[config.mk]
export PLATFORM = sky130hd
export DESIGN_NAME = debounced_button_sequence_unlock_core
export DESIGN_NICKNAME = d
export VERILOG_FILES = /design/src/design/dbsu_pkg.sv /design/src/design/debounced_button_sequence_unlock_core.sv
export SDC_FILE = /design/constraint.sdc
export NUM_CORES = 1
export LEC_CHECK = 0
export BUFFER_PORTS_ARGS = -buffer_cell sky130_fd_sc_hd__buf_4
export CAP_MARGIN = 10
export CORE_MARGIN = 1
export CORE_UTILIZATION = 45
export DETAILED_ROUTE_END_ITERATION = 8
export PLACE_DENSITY_LB_ADDON = 0.25
export SYNTH_ARGS = -nofsm -noshare
export SYNTH_HDL_FRONTEND = slang
export SYNTH_SLANG_ARGS = --single-unit
[constraint.sdc]
create_clock -name clk -period 4.35 [get_ports clk]
set_clock_uncertainty 0.1 [all_clocks]
set_input_delay 1.305 -clock clk [delete_from_list [all_inputs] [get_ports clk]]
set_output_delay 1.305 -clock clk [all_outputs]
set_load 0.005 [all_outputs]
[src/design/dbsu_pkg.sv]
// shared types, constants and helpers for the button sequence unlock core
package dbsu_pkg;

	localparam int HISTORY_LEN   = 21;
	localparam int BRIGHT_LEVELS = 6;
	localparam int EFFECT_LEVELS = 5;
	localparam int PTR_W         = $clog2(HISTORY_LEN);
	localparam int BRIGHT_W      = 3;
	localparam int EFFECT_W      = 3;
	localparam int LOCKOUT_W     = 16;
	localparam int KEY_W         = 42;
	localparam int TIME_W        = 32;
	localparam int CFG_IDX_W     = 3;
	localparam int IN_DATA_W     = 40;
	localparam int OUT_DATA_W    = 16;

	localparam logic [LOCKOUT_W-1:0] RESET_LOCKOUT = LOCKOUT_W'(200);
	localparam logic [KEY_W-1:0]     RESET_KEY     = 42'd2589793558437;

	localparam logic [CFG_IDX_W-1:0] CFG_LOCKOUT = 3'd0;
	localparam logic [CFG_IDX_W-1:0] CFG_KEY     = 3'd1;
	localparam logic [CFG_IDX_W-1:0] CFG_WAVE    = 3'd2;
	localparam logic [CFG_IDX_W-1:0] CFG_FIRE    = 3'd3;
	localparam logic [CFG_IDX_W-1:0] CFG_PRESET  = 3'd4;

	localparam logic [1:0] BTN_BRIGHT = 2'd0;
	localparam logic [1:0] BTN_TOGGLE = 2'd1;
	localparam logic [1:0] BTN_EFFECT = 2'd2;

	localparam logic [1:0] CODE_BRIGHT = 2'd1;
	localparam logic [1:0] CODE_TOGGLE = 2'd2;
	localparam logic [1:0] CODE_EFFECT = 2'd3;

	localparam logic [EFFECT_W-1:0] FX_GREEN = 3'd0;
	localparam logic [EFFECT_W-1:0] FX_RED   = 3'd2;
	localparam logic [EFFECT_W-1:0] FX_WAVE  = 3'd3;
	localparam logic [EFFECT_W-1:0] FX_FIRE  = 3'd4;

	typedef enum logic [1:0] {
		ST_IDLE,
		ST_UPDATE,
		ST_MATCH,
		ST_DONE
	} state_t;

	typedef struct packed {
		logic                sparkle_active;
		logic                unlocked_now;
		logic                unlocked;
		logic [EFFECT_W-1:0] effect;
		logic                toggle_on;
		logic [BRIGHT_W-1:0] brightness;
		logic                accepted;
	} result_t;

	// skip disabled effects, out of range falls back to green
	function automatic logic [EFFECT_W-1:0] resolve_effect(
		input logic [EFFECT_W-1:0] fx,
		input logic                wave_en,
		input logic                fire_en
	);
		logic [EFFECT_W-1:0] res;
		res = FX_GREEN;
		if (fx <= FX_RED) begin
			res = fx;
		end else if (fx == FX_WAVE) begin
			res = wave_en ? FX_WAVE : (fire_en ? FX_FIRE : FX_GREEN);
		end else if (fx == FX_FIRE) begin
			res = fire_en ? FX_FIRE : FX_GREEN;
		end
		return res;
	endfunction

endpackage

[src/design/debounced_button_sequence_unlock_core.sv]
// debounced button sequence unlock core with iterative key compare
//
// Input stream s_axis carries one button event per transaction (button id and
// millisecond timestamp). Each event yields exactly one result transaction on
// m_axis: acceptance flag, the brightness, toggle and effect counters and the
// unlock status. Configuration goes through cfg_we / cfg_index / cfg_data, and
// the user must write it only while the core is idle; the core does not enforce it.
// An event is taken in the idle state only. The update state applies the
// lockout check and the counter, history and pointer update; when the toggle is
// on and the mode is locked, a shared 2-bit comparator then walks the 21-entry
// history ring against the key, one entry per cycle, stopping at the first
// mismatch. The done state then loads the output register, so the core takes no
// new event until the result of the last one is loaded.
// If the receiver stalls, the result stays in the output register; the core
// still takes the next event and holds its result until the register frees.
// Reset clears counters, history and pointer, loads register reset values and
// leaves the core ready in the idle state.
module debounced_button_sequence_unlock_core (
	input  logic                           clk,
	input  logic                           arst_n,
	input  logic                           s_axis_tvalid,
	output logic                           s_axis_tready,
	input  logic [dbsu_pkg::IN_DATA_W-1:0]  s_axis_tdata,  // button[1:0], time_ms[33:2]
	output logic                           m_axis_tvalid,
	input  logic                           m_axis_tready,
	// accepted[0], brightness[3:1], toggle_on[4], effect[7:5], unlocked[8],
	// unlocked_now[9], sparkle_active[10]
	output logic [dbsu_pkg::OUT_DATA_W-1:0] m_axis_tdata,
	input  logic                           cfg_we,
	input  logic [dbsu_pkg::CFG_IDX_W-1:0]  cfg_index,
	input  logic [dbsu_pkg::KEY_W-1:0]      cfg_data
);

	dbsu_pkg::state_t state_q, state_d;

	logic [dbsu_pkg::LOCKOUT_W-1:0] lockout_q;
	logic [dbsu_pkg::KEY_W-1:0]     key_q;
	logic                           wave_q, fire_q;

	logic [1:0]                      button_q;
	logic [dbsu_pkg::TIME_W-1:0]     time_q;
	logic [dbsu_pkg::BRIGHT_W-1:0]   bright_q;
	logic                            toggle_q;
	logic [dbsu_pkg::EFFECT_W-1:0]   effect_q;
	logic [dbsu_pkg::TIME_W-1:0]     last_q;
	logic [1:0]                      hist_q [dbsu_pkg::HISTORY_LEN];
	logic [dbsu_pkg::PTR_W-1:0]      ptr_q;
	logic                            unlock_q;
	logic                            accepted_q;
	logic                            now_q;
	logic [dbsu_pkg::PTR_W-1:0]      pos_q;
	logic [dbsu_pkg::PTR_W-1:0]      idx_q;
	logic [dbsu_pkg::KEY_W-1:0]      key_sh_q;
	logic                            out_valid_q;
	dbsu_pkg::result_t               out_q;

	logic                            in_fire;
	logic                            out_free;
	logic [dbsu_pkg::TIME_W-1:0]     elapsed;
	logic                            pass;
	logic [dbsu_pkg::BRIGHT_W-1:0]   bright_upd;
	logic                            toggle_upd;
	logic [dbsu_pkg::EFFECT_W-1:0]   effect_upd;
	logic [dbsu_pkg::PTR_W-1:0]      ptr_next;
	logic                            entry_hit;
	logic                            last_entry;

	assign in_fire  = s_axis_tvalid && s_axis_tready;
	assign out_free = !out_valid_q || m_axis_tready;
	assign elapsed  = time_q - last_q;
	assign pass     = elapsed >= {{(dbsu_pkg::TIME_W-dbsu_pkg::LOCKOUT_W){1'b0}}, lockout_q};
	assign ptr_next = (ptr_q == dbsu_pkg::PTR_W'(dbsu_pkg::HISTORY_LEN-1)) ?
		'0 : ptr_q + 1'b1;
	assign entry_hit  = hist_q[pos_q] == key_sh_q[1:0];
	assign last_entry = idx_q == dbsu_pkg::PTR_W'(dbsu_pkg::HISTORY_LEN-1);

	always_comb begin
		bright_upd = bright_q;
		toggle_upd = toggle_q;
		effect_upd = effect_q;
		if (pass) begin
			case (button_q)
				dbsu_pkg::BTN_BRIGHT: begin
					bright_upd = (bright_q == dbsu_pkg::BRIGHT_W'(dbsu_pkg::BRIGHT_LEVELS-1)) ?
						'0 : bright_q + 1'b1;
				end
				dbsu_pkg::BTN_TOGGLE: begin
					toggle_upd = ~toggle_q;
				end
				dbsu_pkg::BTN_EFFECT: begin
					effect_upd = (effect_q >= dbsu_pkg::EFFECT_W'(dbsu_pkg::EFFECT_LEVELS-1)) ?
						'0 : effect_q + 1'b1;
				end
				default: begin
				end
			endcase
		end
		effect_upd = dbsu_pkg::resolve_effect(effect_upd, wave_q, fire_q);
	end

	always_ff @(posedge clk or negedge arst_n) begin
		if (!arst_n) begin
			state_q <= dbsu_pkg::ST_IDLE;
		end else begin
			state_q <= state_d;
		end
	end

	always_comb begin
		state_d       = state_q;
		s_axis_tready = 1'b0;
		case (state_q)
			dbsu_pkg::ST_IDLE: begin
				s_axis_tready = 1'b1;
				if (s_axis_tvalid) begin
					state_d = dbsu_pkg::ST_UPDATE;
				end
			end
			dbsu_pkg::ST_UPDATE: begin
				state_d = (toggle_upd && !unlock_q) ? dbsu_pkg::ST_MATCH : dbsu_pkg::ST_DONE;
			end
			dbsu_pkg::ST_MATCH: begin
				if (!entry_hit || last_entry) begin
					state_d = dbsu_pkg::ST_DONE;
				end
			end
			dbsu_pkg::ST_DONE: begin
				if (out_free) begin
					state_d = dbsu_pkg::ST_IDLE;
				end
			end
			default: begin
				state_d = dbsu_pkg::ST_IDLE;
			end
		endcase
	end

	always_ff @(posedge clk or negedge arst_n) begin
		if (!arst_n) begin
			lockout_q  <= dbsu_pkg::RESET_LOCKOUT;
			key_q      <= dbsu_pkg::RESET_KEY;
			wave_q     <= 1'b0;
			fire_q     <= 1'b0;
			bright_q   <= '0;
			toggle_q   <= 1'b0;
			effect_q   <= '0;
			last_q     <= '0;
			ptr_q      <= '0;
			unlock_q   <= 1'b0;
			accepted_q <= 1'b0;
			now_q      <= 1'b0;
			pos_q      <= '0;
			idx_q      <= '0;
			for (int i = 0; i < dbsu_pkg::HISTORY_LEN; i++) begin
				hist_q[i] <= '0;
			end
		end else begin
			if (cfg_we) begin
				case (cfg_index)
					dbsu_pkg::CFG_LOCKOUT: lockout_q <= cfg_data[dbsu_pkg::LOCKOUT_W-1:0];
					dbsu_pkg::CFG_KEY:     key_q     <= cfg_data;
					dbsu_pkg::CFG_WAVE:    wave_q    <= cfg_data[0];
					dbsu_pkg::CFG_FIRE:    fire_q    <= cfg_data[0];
					dbsu_pkg::CFG_PRESET:  unlock_q  <= cfg_data[0];
					default: begin
					end
				endcase
			end
			case (state_q)
				dbsu_pkg::ST_UPDATE: begin
					accepted_q <= pass;
					now_q      <= 1'b0;
					bright_q   <= bright_upd;
					toggle_q   <= toggle_upd;
					effect_q   <= effect_upd;
					idx_q      <= '0;
					if (pass) begin
						last_q <= time_q;
						ptr_q  <= ptr_next;
						pos_q  <= ptr_next;
						case (button_q)
							dbsu_pkg::BTN_BRIGHT: hist_q[ptr_q] <= dbsu_pkg::CODE_BRIGHT;
							dbsu_pkg::BTN_TOGGLE: hist_q[ptr_q] <= dbsu_pkg::CODE_TOGGLE;
							dbsu_pkg::BTN_EFFECT: hist_q[ptr_q] <= dbsu_pkg::CODE_EFFECT;
							default: begin
							end
						endcase
					end else begin
						pos_q <= ptr_q;
					end
				end
				dbsu_pkg::ST_MATCH: begin
					if (!entry_hit) begin
						toggle_q <= 1'b0;
					end else if (last_entry) begin
						unlock_q <= 1'b1;
						bright_q <= '0;
						now_q    <= 1'b1;
					end
					idx_q <= idx_q + 1'b1;
					pos_q <= (pos_q == dbsu_pkg::PTR_W'(dbsu_pkg::HISTORY_LEN-1)) ?
						'0 : pos_q + 1'b1;
				end
				default: begin
				end
			endcase
		end
	end

	// event capture and key shift register
	always_ff @(posedge clk) begin
		if (in_fire) begin
			button_q <= s_axis_tdata[1:0];
			time_q   <= s_axis_tdata[dbsu_pkg::TIME_W+1:2];
		end
		if (state_q == dbsu_pkg::ST_UPDATE) begin
			key_sh_q <= key_q;
		end else if (state_q == dbsu_pkg::ST_MATCH) begin
			key_sh_q <= key_sh_q >> 2;
		end
	end

	always_ff @(posedge clk or negedge arst_n) begin
		if (!arst_n) begin
			out_valid_q <= 1'b0;
		end else if (state_q == dbsu_pkg::ST_DONE && out_free) begin
			out_valid_q <= 1'b1;
		end else if (m_axis_tready) begin
			out_valid_q <= 1'b0;
		end
	end

	always_ff @(posedge clk) begin
		if (state_q == dbsu_pkg::ST_DONE && out_free) begin
			out_q.accepted       <= accepted_q;
			out_q.brightness     <= bright_q;
			out_q.toggle_on      <= toggle_q;
			out_q.effect         <= effect_q;
			out_q.unlocked       <= unlock_q;
			out_q.unlocked_now   <= now_q;
			out_q.sparkle_active <= toggle_q && unlock_q;
		end
	end

	assign m_axis_tvalid = out_valid_q;
	assign m_axis_tdata  = {{(dbsu_pkg::OUT_DATA_W-$bits(dbsu_pkg::result_t)){1'b0}}, out_q};

endmodule

Yosys cells after proc, flatten, opt, wreduce, memory -nomap -nowiden
Index checks and enable logic that the tools add are counted.

storage, ports and cells
  register bits = 249
  input bits = 90
  output and inout port bits = 18
  logic and storage cells = 166

operators by class
  add/sub/neg operators = 6
  order comparisons = 6
  equality and inequality tests = 24
  multiplexer cells = 47
  bitwise operators = 10
  reductions and logical operators = 26

operator list
  kind                                                 number
  one-hot mux 42 bit (3 select lines)                  1
  two-way mux 42 bit                                   2
  bitwise AND 21 bit                                   2
  NOT 21 bit                                           2
  OR 21 bit                                            2
  OR 42 bit                                            1
  two-way mux 3 bit                                    13
  >= comparator 32 x 16 -> 1 bit                       1
  subtractor 32 bit                                    1
  one-hot mux 5 bit (2 select lines)                   2
  adder 5 x 1 -> 5 bit, second input constant          3
  equality test 5 bit, second input constant           3
  two-way mux 5 bit                                    3
  two-way mux 1 bit                                    14
  inequality test 2 bit, second input constant         7
  >= comparator 6 bit, second input constant           2
  two-way mux 2 bit                                    6
  NOT 5 -> 6 bit                                       2
  AND reduction 2 bit                                  6
  binary-select mux 2 bit (select 5 bit)               1
  demux 2 bit (select 5 bit)                           1
  equality test 3 x 2 -> 1 bit, second input constant  3
  equality test 3 bit, second input constant           3
  AND reduction 3 bit                                  3
  21 further kinds                                     35

Longest topological paths before layout
Gate-level depths: netlist of run 1.

  depth after elaboration = 9
  mapped depth = 21

Least setup slack after synthesis of run 1
OpenSTA, ideal clock, no wires.

  path kind = flip-flop to flip-flop
  start = register time_q[4] in the netlist's numbering
  end = register last_q[30] in the netlist's numbering
  library setup time = 128 ps
  arrival time = 4,278 ps
  required time = 4,122 ps
  slack = -156 ps
  stages on the path, launching flop included = 19
  path buffers = 1
  clock period less this slack = 4,506 ps
  cells stage by stage = edfxtp_1 > ha_1 > a21o_1 > a31o_2 > o21a_1 > a21oi_1 > o21bai_1 > xor2_1 > ha_1 > a21o_1 > a21o_1 > a22oi_1 > nand4_1 > a311oi_1 > o21ai_0 > or3_1 > o31ai_4 > buf_2 > mux2_1

between the ends
  longest elaborated chain between the ends = 3

RTL lines
  what                                  line                                          RTL
  from (decl)                           debounced_button_sequence_unlock_core.sv:41   logic [dbsu_pkg::TIME_W-1:0] time_q;
  from (signal assigned)                debounced_button_sequence_unlock_core.sv:214  time_q <= s_axis_tdata[dbsu_pkg::TIME_W+1:2];
  subtractor 32 bit                     debounced_button_sequence_unlock_core.sv:70   assign elapsed = time_q - last_q;
  >= comparator 32 x 16 -> 1 bit        debounced_button_sequence_unlock_core.sv:71   assign pass = elapsed >= {{(dbsu_pkg::TIME_W-dbsu_pkg::LOCKOUT_W){1'b0}}, lockout_q};
  AND reduction 2 bit (no source line)  -
  to (signal assigned)                  debounced_button_sequence_unlock_core.sv:178  last_q <= time_q;
  to (decl)                             debounced_button_sequence_unlock_core.sv:45   logic [dbsu_pkg::TIME_W-1:0] last_q;

No other way between the ends.
A chain may end at the register's enable or synchronous reset.

Final worst setup path of run 1
  start = register time_q[1] in the netlist's numbering
  end = register last_q[19] in the netlist's numbering

Same word-level chain as after synthesis.

==> results.sh, run 1 <==
export IMPL_status="complete, but fails checks"
export IMPL_violations="DRC, setup timing"
export IMPL_cap_violations=0
export IMPL_hold_viol_final=0
export IMPL_netlist_area_leader_share_pct=23.7
export IMPL_first_pass_iters=7
export IMPL_num_vias=10618
export IMPL_cts_inserted_buffers=28
export IMPL_cts_sinks=249
export IMPL_syn_area_per_cell_um2=10.7
export IMPL_critical_path_cell_chain="ha_1, nor2b_4, o2111a_1, o21a_1, a21oi_2, o21bai_1, xor2_1, ha_1, a21o_1, a21o_1, a22oi_2, nand4_1, a311oi_2, o21ai_1, or3_4, o31ai_4, buf_6, buf_12, clkbuf_16, mux2_4"
export IMPL_path_depth=20
export IMPL_overflow=0
export IMPL_worst_ep_required_time_ns=4.68
export IMPL_synthMuxAreaShare_pct=11.6
export IMPL_antenna_found_initial=0
export IMPL_grt_pass1_wl_mm=54.9
export IMPL_synthAdderAreaFrac_pct=5.98
export IMPL_holdBufCountCts=0
export IMPL_synth_edf_count=87
export IMPL_crit_type="register to register"
export IMPL_path_buf_inv=3
export IMPL_rsz0062_at_grt="true"
export IMPL_final_instance_count_excl_fill=1881
export IMPL_slew_violations=0
export IMPL_setup_tns_final_ns=-20.49
export IMPL_hold_class="register to register"
export IMPL_ys_ff_latch=249
export IMPL_synthCells=1299
export IMPL_num_io_pins=108
export IMPL_max_stage_delay_ns=0.47
export IMPL_yosys_area_share_simple_pct=11.3
export IMPL_wl_per_cell_um=18.2
export IMPL_globalplace_congestion=0.885
export IMPL_root_buffer="clkbuf_16"
export IMPL_wl_mm=34.2
export IMPL_max_freq_ghz=0.214
export IMPL_netlist_top_cells_count="132 x dfrtp_1, 105 x mux2_2, 93 x nand2_1"
export IMPL_r2r_end="last_q[19]"
export IMPL_fin_crit_ns=4.67
export IMPL_p_per_area_nw_per_um2=774
export IMPL_cp_slowest_cell="edfxtp_1"
export IMPL_synth_compound_area_share_pct=16.8
export IMPL_grtUsageTotal_pct=21.6
export IMPL_yosys_area_share_xor_xnor_pct=1.45
export IMPL_die_h_um=178
export IMPL_cp_startpoint="time_q[1]"
export IMPL_ys_async_sr_fraction_pct=65.1
export IMPL_reg2reg_from="time_q[1]"
export IMPL_period_share_pct=107
export IMPL_ir_drop_mv=0.371
export IMPL_die_w_um=178
export IMPL_endpoint="last_q[19]"
export IMPL_antenna_diode_count=0
export IMPL_synth_distinct_cells=83
export IMPL_placed_cells=1810
export IMPL_yosysTopAreaCell="dfrtp_1"
export IMPL_grt_pass1_vias=10635
export IMPL_r2r_slack_ns=-0.32
export IMPL_p_leak_nw=7.31
export IMPL_worst_pin_slew_ns=1.06
export IMPL_ys_seq_area_share_pct=48.1
export IMPL_clk_pin_slew_ns=0.06
export IMPL_cts_tree="built"
export IMPL_yosysWarnings=0
export IMPL_drt_iter0_drc=670
export IMPL_start_kind="register"
export IMPL_grt_start_max_net_pins=65
export IMPL_clkLatencyLatePin_ns=0.57
export IMPL_dp_hpwl_mm=23.3
export IMPL_final_nets=1619
export IMPL_fill_cells=2588
export IMPL_coreArea_um2=30500
export IMPL_reg2regPathDepth=20
export IMPL_critical_path_top_delay_family="compound AO/OA/AOI/OAI gates"
export IMPL_ant_nets=0
export IMPL_ys_top_cells_by_area="dfrtp_1 24%, edfxtp_1 19%, mux2_2 8.5%, ha_1 5.8%, dfstp_2 5.7%"
export IMPL_viasPerCell=5.64
export IMPL_cts_path_max_buffers=3
export IMPL_start_util_pct=45.7
export IMPL_rows=64
export IMPL_cp_end_kind="register"
export IMPL_dieArea_um2=31700
export IMPL_maxSlewHeadroom_pct=29.0
export IMPL_synth_top_family_by_area="compound AO/OA/AOI/OAI gates"
export IMPL_area_growth_pct=24.0
export IMPL_layout_drive_gt1_share_pct=31.6
export IMPL_cp_data_arrival_time_ns=5.00
export IMPL_timing_final_ws_setup_ns=-0.323
export IMPL_drc_errors=1
export IMPL_synth_flop_cell="dfrtp_1"
export IMPL_yosysMostFrequentCell="dfrtp_1"
export IMPL_h_tree_depth=1
export IMPL_syn_cell_area_um2=13900
export IMPL_final_setup_viol_count=88
export IMPL_cp_max_fo=5
export IMPL_io_buffers=96
[placed cells by master, fill, tap and decap left out, drive strengths merged, types with 28 or more instances in the layout]
cell / count
inv: 80
nand3: 29
o21ai: 99
dfstp: 30
a21o: 34
a21oi: 51
dfrtp: 132
edfxtp: 87
nor2: 68
o31ai: 28
mux2: 115
ha: 65
buf: 207
clkbuf: 53
nand2: 93
[cell type report]
cell class	count	area [um2]	area share [%]
multi-input combinational	892	7010	40.6
sequential	249	6700	38.8
timing repair buffer	212	1850	10.7
clock buffer	48	867	5.02
tap	396	495	2.87
inverter	80	300	1.74
clock inverter	4	43.8	0.254
[per-layer routing]
| layer | global-route usage, % | share of wire [%] | up-vias |
|---|---|---|---|
| met1 | 29.6 | 45 | 5191 |
| met5 | 0 | 0 | - |
| met2 | 35.7 | 48 | 236 |
| li1 | - | - | 5125 |
| met4 | 7.02 | 2.9 | 0 |
| met3 | 2.39 | 3.8 | 66 |
[worst min-delay path by stage]
stage	start	to	slack, ns	depth (start not counted)
4_1_cts	accepted_q	m_axis_tdata[0]	0.33	0
3_3_place_gp	accepted_q	m_axis_tdata[0]	0.34	0
6_report	accepted_q	m_axis_tdata[0]	0.34	0
2_1_floorplan	now_q	m_axis_tdata[9]	0.32	0
5_1_grt	accepted_q	m_axis_tdata[0]	0.34	0
3_5_place_dp	accepted_q	m_axis_tdata[0]	0.34	0
[metrics by stage]
step / hold slack (ns) / utilization, % / total power, mW / cell area, um2 / worst slack, ns
floorplan: 0.325 / - / 8.22 / 14000 / 0.0263
global placement: 0.341 / 51.3 / 10.2 / 15700 / -0.371
detailed placement: 0.336 / 51.3 / 10.3 / 15700 / -0.408
CTS: 0.333 / 55.0 / 12.9 / 16800 / -0.327
global route: 0.339 / 56.6 / 14.3 / 17300 / -0.508
finish: 0.336 / 56.6 / 13.4 / 17300 / -0.323
[where the power goes]
| group | internal [mW] | switching [mW] |
|---|---|---|
| combinational | 3.28 | 3.77 |
| sequential | 3.48 | 0.530 |
| clock | 1.35 | 0.957 |
[flip-flops by register name (all words and copies together), names as in the netlist, 2 cells and up]
name          cells
bright_q          3
button_q          2
effect_q          3
hist_q           42
idx_q             5
key_q            42
key_sh_q         42
last_q           32
lockout_q        16
m_axis_tdata     11
pos_q             5
ptr_q             5
state_q           2
time_q           32
[kinds of logic (layout without fill, tap and decap cells)]
logic type	count (synthesis)	count (layout)
xor+xnor	23	23
other cells	1	5
mux	134	134
simple gates	318	318
fa+ha+maj	66	66
buf+inv	162	344
flops	249	249
compound gates	346	346
[what timing repair did]
item | 4_1_cts | 5_1_grt
hold endpoints to repair | 0 | 0
buffers inserted | 6 | 6
gates cloned | 2 | 7
gates resized for setup | 34 | 65
setup endpoints to repair | 90 | 93
pin swaps | 15 | 37
(Power assumes the default switching activity.)
==> inputs of run 2 (changes only) <==
Settings changed: SKIP_CTS_REPAIR_TIMING set to 1.
==> run 2 against run 1 <==
- the run still ends with DRC, setup timing left
- register-to-register slack barely moved
- cell count down 0.21%
- final area increased by 0.82%
- sequential share of layout area shrank 0.32 points
- global-route usage fell by 0.42 points
- critical endpoint is now last_q[20]
- largest power group unchanged
- highest routed layer unchanged
==> results.sh, run 2 (synthesis gave the netlist of run 1 again) <==
export IMPL_status="complete, but fails checks"
export IMPL_violations="DRC, setup timing"
export IMPL_start_kind="register"
export IMPL_final_setup_viol_count=87
export IMPL_final_instance_count_excl_fill=1877
export IMPL_wl_per_cell_um=18.3
export IMPL_final_nets=1615
export IMPL_timing_final_ws_setup_ns=-0.331
export IMPL_grt_start_max_net_pins=65
export IMPL_cts_path_max_buffers=3
export IMPL_reg2reg_from="time_q[1]"
export IMPL_layout_drive_gt1_share_pct=32.7
export IMPL_hold_viol_final=0
export IMPL_cap_violations=0
export IMPL_r2r_slack_ns=-0.33
export IMPL_clk_pin_slew_ns=0.06
export IMPL_clkLatencyLatePin_ns=0.56
export IMPL_p_leak_nw=7.39
export IMPL_dp_hpwl_mm=23.3
export IMPL_max_stage_delay_ns=0.47
export IMPL_placed_cells=1810
export IMPL_grt_pass1_vias=10531
export IMPL_max_freq_ghz=0.214
export IMPL_drt_iter0_drc=577
export IMPL_start_util_pct=45.7
export IMPL_layout_common_cells="185 x buf_4, 132 x dfrtp_1, 93 x nand2_1, 88 x mux2_2, 87 x edfxtp_1"
export IMPL_crit_type="register to register"
export IMPL_fin_crit_ns=4.68
export IMPL_grt_pass1_wl_mm=53.9
export IMPL_rows=64
export IMPL_layout_commonest_cell="buf_4"
export IMPL_worst_ep_required_time_ns=4.68
export IMPL_cts_sinks=249
export IMPL_rsz0062_at_grt="true"
export IMPL_antenna_diode_count=0
export IMPL_cts_inserted_buffers=28
export IMPL_ir_drop_mv=0.412
export IMPL_drc_errors=1
export IMPL_worst_pin_slew_ns=1.34
export IMPL_dieArea_um2=31700
export IMPL_num_vias=10602
export IMPL_coreArea_um2=30500
export IMPL_period_share_pct=108
export IMPL_overflow=0
export IMPL_cp_startpoint="time_q[1]"
export IMPL_reg2regPathDepth=20
export IMPL_path_buf_inv=3
export IMPL_viasPerCell=5.65
export IMPL_critical_path_top_delay_family="compound AO/OA/AOI/OAI gates"
export IMPL_h_tree_depth=1
export IMPL_r2r_end="last_q[20]"
export IMPL_cts_tree="built"
export IMPL_globalplace_congestion=0.885
export IMPL_num_io_pins=108
export IMPL_hold_end="m_axis_tdata[0]"
export IMPL_fin_hold_ws_ns=0.337
export IMPL_root_buffer="clkbuf_16"
export IMPL_grtUsageTotal_pct=21.2
export IMPL_maxSlewHeadroom_pct=10.6
export IMPL_cp_data_arrival_time_ns=5.01
export IMPL_io_buffers=96
export IMPL_first_pass_iters=8
export IMPL_die_w_um=178
export IMPL_critical_path_cell_chain="ha_1, nor2b_4, o2111a_1, o21a_1, a21oi_2, o21bai_1, xor2_1, ha_1, a21o_1, a21o_1, a22oi_2, nand4_1, a311oi_2, o21ai_1, or3_4, o31ai_4, buf_6, buf_12, clkbuf_16, mux2_4"
export IMPL_whs_path_depth=0
export IMPL_die_h_um=178
export IMPL_ant_nets=0
export IMPL_largestRegisters="hist_q (42), key_q (42), key_sh_q (42)"
export IMPL_antenna_found_initial=0
export IMPL_min_from="accepted_q"
export IMPL_cp_end_kind="register"
export IMPL_hold_class="register to register"
export IMPL_wl_mm=34.3
export IMPL_p_per_area_nw_per_um2=769
export IMPL_cp_max_fo=6
export IMPL_area_growth_pct=25.0
export IMPL_slew_violations=0
export IMPL_cp_slowest_cell="edfxtp_1"
-- run 2: final cells by class --
cell class / count / area [um2]
Sequential cell: 249 / 6700
Clock inverter: 4 / 43.8
Multi-Input combinational cell: 892 / 7210
Fill cell: 2544 / 13100
Timing Repair Buffer: 208 / 1800
Tap cell: 396 / 495
Clock buffer: 48 / 867
Inverter: 80 / 300
-- run 2: power breakdown --
part	internal (mW)	leakage, nW	switching [mW]
clock	1.35	0.443	0.957
sequential	3.48	2.81	0.541
combinational	3.26	4.14	3.81
-- run 2: through the flow --
step           utilization [%]  TNS [ns]  worst slack (ns)  instance area, um2  power, mW
2_1_floorplan                -         0            0.0263               14000       8.22
3_3_place_gp              51.3    -23.08            -0.371               15700       10.2
3_5_place_dp              51.3    -25.64            -0.408               15700       10.3
4_1_cts                   54.3    -28.67            -0.451               16600       12.7
5_1_grt                   57.1    -40.17            -0.533               17400       14.3
6_report                  57.1    -20.08            -0.331               17400       13.4
-- run 2: worst max path at each step --
| stage | endpoint | cells past startpoint |
|---|---|---|
| floorplan | last_q[10] | 19 |
| global placement | hist_q[34] | 20 |
| detailed placement | hist_q[28] | 20 |
| CTS | hist_q[24] | 20 |
| global route | last_q[21] | 20 |
| finish | last_q[20] | 20 |
-- run 2: per-layer routing --
| layer | up-vias | share of wire (%) | GRT usage [%] |
|---|---|---|---|
| li1 | 5123 | - | - |
| met1 | 5171 | 45 | 29.1 |
| met2 | 239 | 48 | 35.0 |
| met3 | 69 | 3.9 | 2.39 |
| met4 | 0 | 2.8 | 6.98 |
| met5 | - | 0 | 0 |
